## src/rtl/stwa_pkg.sv

```systemverilog
package stwa_pkg;

	localparam int MAX_RESULTS = 32;
	localparam logic [31:0] DEFAULT_MAX_AGE = 32'd30000;

	typedef enum logic [2:0] {
		CMD_UPSERT = 3'd0,
		CMD_DELETE = 3'd1,
		CMD_SWEEP  = 3'd2,
		CMD_CLEAR  = 3'd3,
		CMD_SNAP   = 3'd4,
		CMD_LOOKUP = 3'd5
	} cmd_e;

	localparam logic [1:0] SORT_PRN = 2'd1;
	localparam logic [1:0] SORT_SNR = 2'd2;

	typedef enum logic [1:0] {
		ST_IDLE,
		ST_SCAN,
		ST_DRAIN,
		ST_END
	} state_t;

	typedef struct packed {
		logic [2:0]        command;
		logic [7:0]        prn;
		logic signed [7:0] elevation;
		logic [8:0]        azimuth;
		logic [6:0]        snr;
		logic [31:0]       now_ms;
		logic [1:0]        sort_mode;
	} in_t;

	typedef struct packed {
		logic              entry_valid;
		logic [7:0]        prn_out;
		logic signed [7:0] elevation_out;
		logic [8:0]        azimuth_out;
		logic [6:0]        snr_out;
		logic [31:0]       stamp_out;
		logic              last;
		logic [5:0]        sat_count;
		logic              status;
	} out_t;

	typedef struct packed {
		logic [7:0]        prn;
		logic signed [7:0] elevation;
		logic [8:0]        azimuth;
		logic [6:0]        snr;
		logic [31:0]       stamp;
	} entry_t;

	// controller to datapath
	typedef struct packed {
		logic load;
		logic issue;
		logic finish;
	} ctrl_t;

	// datapath to controller
	typedef struct packed {
		logic scan_empty;
		logic issue_last;
		logic snap_more;
	} stat_t;

endpackage

```

## src/rtl/stwa_ctrl.sv

```systemverilog
module stwa_ctrl (
	input  logic            clk,
	input  logic            arst_n,
	input  logic            start,
	input  stwa_pkg::stat_t stat,
	output stwa_pkg::ctrl_t ctrl,
	output logic            busy
);
	import stwa_pkg::*;

	state_t state_q, state_d;

	// state register
	always_ff @(posedge clk or negedge arst_n) begin
		if (!arst_n) begin
			state_q <= ST_IDLE;
		end else begin
			state_q <= state_d;
		end
	end

	// next state and commands
	always_comb begin
		state_d = state_q;
		ctrl = '0;
		busy = 1'b1;
		case (state_q)
			ST_IDLE: begin
				busy = 1'b0;
				if (start) begin
					ctrl.load = 1'b1;
					state_d = ST_SCAN;
				end
			end
			ST_SCAN: begin
				if (stat.scan_empty) begin
					state_d = ST_END;
				end else begin
					ctrl.issue = 1'b1;
					if (stat.issue_last) state_d = ST_DRAIN;
				end
			end
			ST_DRAIN: begin
				state_d = ST_END;
			end
			ST_END: begin
				ctrl.finish = 1'b1;
				state_d = stat.snap_more ? ST_SCAN : ST_IDLE;
			end
			default: begin
				state_d = ST_IDLE;
			end
		endcase
	end

endmodule

```

## src/rtl/stwa_dp.sv

```systemverilog
module stwa_dp #(
	parameter int MAX_SATS = 32
) (
	input  logic            clk,
	input  logic            arst_n,
	input  stwa_pkg::in_t   item,
	input  logic            cfg_we,
	input  logic [31:0]     cfg_data,
	input  stwa_pkg::ctrl_t ctrl,
	output stwa_pkg::stat_t stat,
	output logic            done,
	output stwa_pkg::out_t  result
);
	import stwa_pkg::*;

	localparam int IW = (MAX_SATS > 1) ? $clog2(MAX_SATS) : 1;
	localparam int CW = $clog2(MAX_SATS + 1);
	localparam int KW = 8 + IW;

	entry_t mem [MAX_SATS];

	in_t             in_q;
	logic [31:0]     max_age_q;
	logic [CW-1:0]   total_q, r_q, w_q, emit_q;
	logic            v_s1;
	logic [IW-1:0]   idx_s1;
	entry_t          rd_s1;
	logic            found_q, have_last_q;
	entry_t          hit_q;
	logic [KW-1:0]   best_q, last_q;

	logic            is_ups, is_del, is_swp, is_clr, is_snap, is_look, is_filter;
	logic            match, old, drop, better, append, full, snap_more;
	logic [31:0]     age;
	logic [7:0]      key8;
	logic [KW-1:0]   comp;
	logic [CW-1:0]   lim, next_total;
	entry_t          upd_e, wdata;
	logic            we;
	out_t            res_d;

	// command decode
	assign is_ups    = (in_q.command == CMD_UPSERT);
	assign is_del    = (in_q.command == CMD_DELETE);
	assign is_swp    = (in_q.command == CMD_SWEEP);
	assign is_clr    = (in_q.command == CMD_CLEAR);
	assign is_snap   = (in_q.command == CMD_SNAP);
	assign is_look   = (in_q.command == CMD_LOOKUP);
	assign is_filter = is_ups | is_del | is_swp;

	// per-entry tests on the entry just read
	assign match = (rd_s1.prn == in_q.prn);
	assign age   = in_q.now_ms - rd_s1.stamp;
	assign old   = (age > max_age_q);
	assign drop  = (is_del & match) | (is_ups & match & (in_q.snr == 7'd0)) | (is_swp & old);

	// sort key: entry index breaks ties, so keys are unique
	always_comb begin
		case (in_q.sort_mode)
			SORT_PRN: key8 = rd_s1.prn;
			SORT_SNR: key8 = {1'b0, ~rd_s1.snr};
			default:  key8 = 8'd0;
		endcase
	end
	assign comp   = {key8, idx_s1};
	assign better = (!have_last_q || comp > last_q) && (!found_q || comp < best_q);

	// snapshot length, capped at the result limit
	assign lim = (MAX_SATS > MAX_RESULTS && total_q > CW'(MAX_RESULTS)) ?
		CW'(MAX_RESULTS) : total_q;
	assign snap_more = is_snap && (CW'(emit_q + 1'b1) < lim);

	// upsert of a new key
	assign append = is_ups & !found_q & (in_q.snr != 7'd0) & (w_q < CW'(MAX_SATS));
	assign full   = is_ups & !found_q & (in_q.snr != 7'd0) & !append;

	always_comb begin
		if (is_filter)   next_total = w_q + CW'(append);
		else if (is_clr) next_total = '0;
		else             next_total = total_q;
	end

	assign upd_e = '{prn: in_q.prn, elevation: in_q.elevation, azimuth: in_q.azimuth,
		snr: in_q.snr, stamp: in_q.now_ms};

	// single write port: compaction during the scan, append at the end
	assign we    = (v_s1 & is_filter & !drop) | (ctrl.finish & append);
	assign wdata = (v_s1 && !(is_ups && match)) ? rd_s1 : upd_e;

	assign stat.scan_empty = (total_q == '0) || !(is_filter || is_snap || is_look);
	assign stat.issue_last = (r_q == total_q - 1'b1);
	assign stat.snap_more  = snap_more;

	// result of the item or of one snapshot pass
	always_comb begin
		res_d = '0;
		res_d.last = 1'b1;
		res_d.sat_count = 6'(next_total);
		if (is_ups) begin
			res_d.status = full;
			if ((found_q && in_q.snr != 7'd0) || append) begin
				res_d.entry_valid   = 1'b1;
				res_d.prn_out       = upd_e.prn;
				res_d.elevation_out = upd_e.elevation;
				res_d.azimuth_out   = upd_e.azimuth;
				res_d.snr_out       = upd_e.snr;
				res_d.stamp_out     = upd_e.stamp;
			end
		end else if ((is_look && found_q) || (is_snap && total_q != '0)) begin
			res_d.entry_valid   = 1'b1;
			res_d.prn_out       = hit_q.prn;
			res_d.elevation_out = hit_q.elevation;
			res_d.azimuth_out   = hit_q.azimuth;
			res_d.snr_out       = hit_q.snr;
			res_d.stamp_out     = hit_q.stamp;
			res_d.last          = !snap_more;
		end
	end

	// table memory, registered read
	always_ff @(posedge clk) begin
		if (we) mem[w_q[IW-1:0]] <= wdata;
		if (ctrl.issue) begin
			rd_s1  <= mem[r_q[IW-1:0]];
			idx_s1 <= r_q[IW-1:0];
		end
	end

	// payload registers
	always_ff @(posedge clk) begin
		if (ctrl.load) in_q <= item;
		if (v_s1 && ((is_look && match) || (is_snap && better))) hit_q <= rd_s1;
		if (v_s1 && is_snap && better) best_q <= comp;
		if (ctrl.finish && is_snap) last_q <= best_q;
		if (ctrl.finish) result <= res_d;
	end

	// control registers
	always_ff @(posedge clk or negedge arst_n) begin
		if (!arst_n) begin
			max_age_q   <= DEFAULT_MAX_AGE;
			total_q     <= '0;
			r_q         <= '0;
			w_q         <= '0;
			emit_q      <= '0;
			v_s1        <= 1'b0;
			found_q     <= 1'b0;
			have_last_q <= 1'b0;
			done        <= 1'b0;
		end else begin
			if (cfg_we) max_age_q <= cfg_data;
			v_s1 <= ctrl.issue;
			done <= ctrl.finish;
			if (ctrl.load) begin
				r_q         <= '0;
				w_q         <= '0;
				emit_q      <= '0;
				found_q     <= 1'b0;
				have_last_q <= 1'b0;
			end
			if (ctrl.issue) r_q <= r_q + 1'b1;
			if (v_s1) begin
				if (is_filter && !drop) w_q <= w_q + 1'b1;
				if ((is_filter || is_look) && match) found_q <= 1'b1;
				if (is_snap && better) found_q <= 1'b1;
			end
			if (ctrl.finish) begin
				if (is_filter || is_clr) total_q <= next_total;
				if (is_snap) begin
					have_last_q <= 1'b1;
					found_q     <= 1'b0;
					r_q         <= '0;
					emit_q      <= emit_q + 1'b1;
				end
			end
		end
	end

endmodule

```

## src/rtl/satellite_table_with_aging_core.sv

```systemverilog
// channel   ports                      transfer
// item      start, busy, item          start high while busy low
// result    done, result               done high, one cycle, no back-pressure
// config    cfg_we, cfg_data           cfg_we high (max_age_ms)
//
// Upsert, delete, sweep and lookup walk the table once for n entries. Clear
// and unused commands do not walk the table. A snapshot does one pass per
// result, min(n, 32) passes, each pass a read of the table through the
// single read port of the table memory.
// Reset empties the table at once; there is no clearing pass.
module satellite_table_with_aging_core #(
	parameter int MAX_SATS = 32
) (
	input  logic           clk,
	input  logic           arst_n,
	input  logic           start,
	output logic           busy,
	input  stwa_pkg::in_t  item,
	output logic           done,
	output stwa_pkg::out_t result,
	input  logic           cfg_we,
	input  logic [31:0]    cfg_data
);
	import stwa_pkg::*;

	ctrl_t ctrl;
	stat_t stat;

	stwa_ctrl u_ctrl (
		.clk    (clk),
		.arst_n (arst_n),
		.start  (start),
		.stat   (stat),
		.ctrl   (ctrl),
		.busy   (busy)
	);

	stwa_dp #(.MAX_SATS(MAX_SATS)) u_dp (
		.clk      (clk),
		.arst_n   (arst_n),
		.item     (item),
		.cfg_we   (cfg_we),
		.cfg_data (cfg_data),
		.ctrl     (ctrl),
		.stat     (stat),
		.done     (done),
		.result   (result)
	);

endmodule

```

## config.mk

```make
export PLATFORM = sky130hd
export DESIGN_NAME = satellite_table_with_aging_core
export DESIGN_NICKNAME = d
export VERILOG_FILES = /design/src/rtl/stwa_pkg.sv /design/src/rtl/stwa_ctrl.sv /design/src/rtl/stwa_dp.sv /design/src/rtl/satellite_table_with_aging_core.sv
export SDC_FILE = /design/constraint.sdc
export NUM_CORES = 2
export LEC_CHECK = 0
export BUFFER_PORTS_ARGS = -buffer_cell sky130_fd_sc_hd__buf_2
export CAP_MARGIN = 20
export CORE_UTILIZATION = 40
export CTS_BUF_LIST = sky130_fd_sc_hd__clkbuf_4
export CTS_CLUSTER_DIAMETER = 200
export DETAILED_ROUTE_END_ITERATION = 10
export GPL_ROUTABILITY_DRIVEN = 0
export PLACE_DENSITY_LB_ADDON = 0.08
export SLEW_MARGIN = 25
export SYNTH_ARGS = -nofsm -noshare
export SYNTH_HDL_FRONTEND = slang
export SYNTH_HIERARCHICAL = 1
export SYNTH_SLANG_ARGS = --single-unit
```

## constraint.sdc

```tcl
create_clock -name clk -period 12.4 [get_ports clk]
set_input_delay 0 -clock clk [delete_from_list [all_inputs] [get_ports clk]]
set_output_delay 0 -clock clk [all_outputs]
set_load 0.02 [all_outputs]
```

==> results.py <==
metrics = {
    "timing": {
        "rsz0062_at_grt": "false",
        "slew_headroom_pct": 20.5,
        "fin_crit_sh_pct": 64.9,
        "setup_viol": 0,
        "fmax_mhz": 124,
        "layout_setup_ws_ns": 4.35,
        "hold_violations": 0,
        "whs_ns": 0.203,
        "skew_ns": 0.114,
        "period_needed_ns": 8.05,
        "maxSlewViolCount": 0,
        "tightest_slew_ns": 1.19,
        "tns_ns": 0,
    },
    "pwr": {
        "peakVddDrop_mv": 0.139,
        "p_sw_share_pct": 33.0,
        "p_per_area_nw_per_um2": 209,
        "p_clk_share_pct": 30.3,
        "power_frac_comb_pct": 26.9,
        "p_leak_nw": 37.3,
        "switchingPower_mw": 7.83,
        "p_int_mw": 15.9,
        "seqPwrFrac_pct": 42.8,
    },
    "yosys": {
        "yosys.area_share.simple_pct": 2.50,
        "synth_top_area_share_pct": 73.7,
        "synthMuxAreaShare_pct": 12.2,
        "synth_compound_area_share_pct": 6.41,
        "yosys_warnings": 6,
        "synth_seq_cells": 2411,
        "ys.flop_type": "edfxtp_1",
        "synth_area_leaders": "edfxtp_1, mux4_2, mux2i_1, mux2_2, o221ai_1",
        "syn_nets": 5468,
        "yosysUniqueCellTypes": 78,
        "synth_top_family_by_area": "multiplexers",
        "synth_common_cells": "edfxtp_1, mux2i_1, nand2_1",
        "yosysMostFrequentCell": "edfxtp_1",
        "synth.largest_area_cell": "edfxtp_1",
        "synth-xor-area-share_pct": 0.467,
        "syn-mean-instance-area_um2": 18.2,
        "synthArstFlopShare_pct": 2.57,
        "synth_edf_count": 2349,
        "synth_area_um2": 95700,
        "synth_adder_area_share_pct": 1.46,
        "syn_inst": 5252,
        "synth_seq_area_share_pct": 75.3,
    },
    "floorplan": {
        "rows": 179,
        "die_width_um": 491,
        "pin_count": 180,
        "start_util_pct": 40.2,
        "fp.dieH_um": 491,
        "core_um2": 238000,
        "dieArea_um2": 241000,
    },
    "routing": {
        "via_per_inst": 5.54,
        "drtIter0Drc": 5383,
        "wl_per_cell_um": 29.7,
        "drtPass1Iterations": 8,
        "drc": 78,
        "drt-total-wl_um": 295000,
        "num_vias": 55000,
        "ant_nets": 0,
    },
    "min_path": {
        "holdCritPathClass": "primary input to flop",
        "holdPathStages": 3,
    },
    "placed_design": {
        "port_buffers": 179,
        "place_inst": 8460,
        "hpwl_um": 176000,
        "pre_cts_slack_ns": 4.44,
    },
    "outcome": {
        "outcome": "complete, but fails checks",
        "violations": "design-rule violations",
    },
    "cells_and_area": {
        "nNetsFinal": 6513,
        "fill_cells": 20600,
        "utilization_pct": 47.6,
        "area_delta_synth_final_pct": 18.3,
        "final_layout_size_suffix_gt1_share_pct": 28.0,
        "fin_cells": 9929,
    },
    "setup_path": {
        "cp.required_ns": 13.35,
        "critPathArrivalTime_ns": 9.00,
        "cp-end-kind": "flop",
        "critPathLaunchType": "flop",
        "path_class": "flop to flop",
        "worst-r2r-cell-count": 21,
        "critPathMaxFanout": 41,
    },
    "clock_network": {
        "clockRootBuffer": "clkbuf_4",
        "hold_buffers": 334,
        "clk_latency_ns": 1.44,
        "ctsHtreeMaxLevel": 6,
        "cts_setup_buffers": 0,
        "clock_sinks": 2411,
        "cts_buffer_depth": 4,
        "cts_tree": "done",
        "cts_resized": 0,
        "cts_made_buffers": 665,
        "clk_pin_slew_worst_paths_ns": 0.06,
    },
    "grt": {
        "grt_antenna_before_repair": 34,
        "grt_pass1_wl_um": 414000,
        "grt_max_degree": 110,
        "grt_pass1_vias": 55700,
        "grt_use_total_pct": 24.2,
        "grt-ovfl-total": 0,
    },
    "flow_run": {
        "maxCapViolations": 0,
    },
}
## cell usage in the layout, fill, tap and decap left out, types with 10 or more instances in the layout
master and n:
edfxtp_1 2349, clkbuf_4 986, mux2i_1 368, nand2_1 359, dlygate4sd3_1 334, mux4_2 278, o21ai_0 240, a21oi_1 224
o221ai_1 179, buf_2 178, mux2_2 149, inv_1 124, buf_4 122, ha_1 109, clkinv_1 91, a22o_1 64
o22ai_1 63, dfrtp_1 50, xnor2_1 37, nor2_1 34, a21o_1 29, o21ai_4 27, nand3_1 25, nand4_1 19
a211oi_1 17, bufinv_16 15, inv_2 14, xor2_1 14, clkinv_2 12, nor2b_1 12, nor2b_4 11, nor3_1 11
and2_4 10, nand2b_1 10, nor2_4 10
## registers in the layout, summed over array words and instances, names as in the netlist
name / flops
u_dp/w_q: 6
u_dp/v_s1: 1
u_dp/hit_q: 64
u_dp/done: 1
u_dp/rd_s1: 64
u_dp/have_last_q: 1
u_dp/best_q: 13
u_dp/result: 73
u_dp/in_q: 69
u_ctrl/state_q: 2
u_dp/emit_q: 6
u_dp/mem: 2048
u_dp/lim: 6
u_dp/idx_s1: 5
u_dp/last_q: 13
u_dp/found_q: 1
u_dp/max_age_q: 32
u_dp/r_q: 6
## kinds of logic after synthesis
kind of cell	Yosys count
muxes	796
and+or+nand+nor	545
buffers and inverters	401
xor gates and xnor gates	51
DFF	2411
AOI/OAI and AO/OA	937
adders and majority gates	111
## critical path: stages (launching register included)
cell,delay [ns]
edfxtp_1,0.42
inv_1,0.08
ha_1,0.18
inv_1,0.06
fa_1,0.40
a21o_1,0.20
a221o_1,0.41
a31oi_4,0.36
o31ai_1,0.21
a311o_1,0.41
a31oi_1,0.26
o21bai_1,0.12
xor2_1,0.16
ha_1,0.29
nand4_1,0.17
or2_2,0.15
nor3_1,0.05
a2111oi_2,0.47
o2111ai_2,0.44
a31oi_1,0.95
nor2b_4,0.90
buf_4,0.79
## per-layer routing
| layer | part of all wire, % | GRT usage (%) | vias to the layer above |
|---|---|---|---|
| met5 | 0.024 | 0 | - |
| met4 | 1.4 | 5.80 | 8 |
| met3 | 6.8 | 5.06 | 321 |
| met2 | 46 | 36.7 | 2002 |
| met1 | 46 | 35.7 | 29000 |
| li1 | - | - | 23700 |
## through the flow
stage	total power [mW]	cell area (um^2)
6_report	23.7	113000
5_1_grt	24.8	113000
4_1_cts	24.0	113000
3_5_place_dp	16.6	101000
3_3_place_gp	16.5	101000
2_1_floorplan	13.7	95700
## worst paths after layout
path / from / to / slack (ns)
setup reg to reg: u_dp/in_q[2] / u_dp/mem[17][43] / 4.35
hold reg to reg: u_dp/best_q[11] / u_dp/last_q[11] / 0.44
setup / recovery: u_dp/in_q[2] / u_dp/mem[17][43] / 4.35
hold / removal: item[27] / u_dp/in_q[27] / 0.20
max in group asynchronous: arst_n / u_dp/max_age_q[21] / 10.59
min in group asynchronous: arst_n / u_dp/r_q[3] / 0.35
## power groups by stage
stage	Combinational (mW)	Sequential, mW	Clock (mW)
floorplan	3.46	10.3	0
global placement	6.23	10.3	0
detailed placement	6.29	10.3	0
CTS	6.40	10.1	7.41
global route	6.80	10.2	7.81
finish	6.38	10.1	7.19
## layout make-up
type	instances	area, um^2	area share, %
clock buffer	986	7400	6.54
multi-input combinational	2440	22700	20.0
tap	3167	3960	3.50
timing repair buffer	654	5600	4.94
clock inverter	137	951	0.840
antenna	9	22.5	0.0199
inverter	125	469	0.415
sequential	2411	72100	63.7
Note: power is estimated with default switching activity, not from simulation.
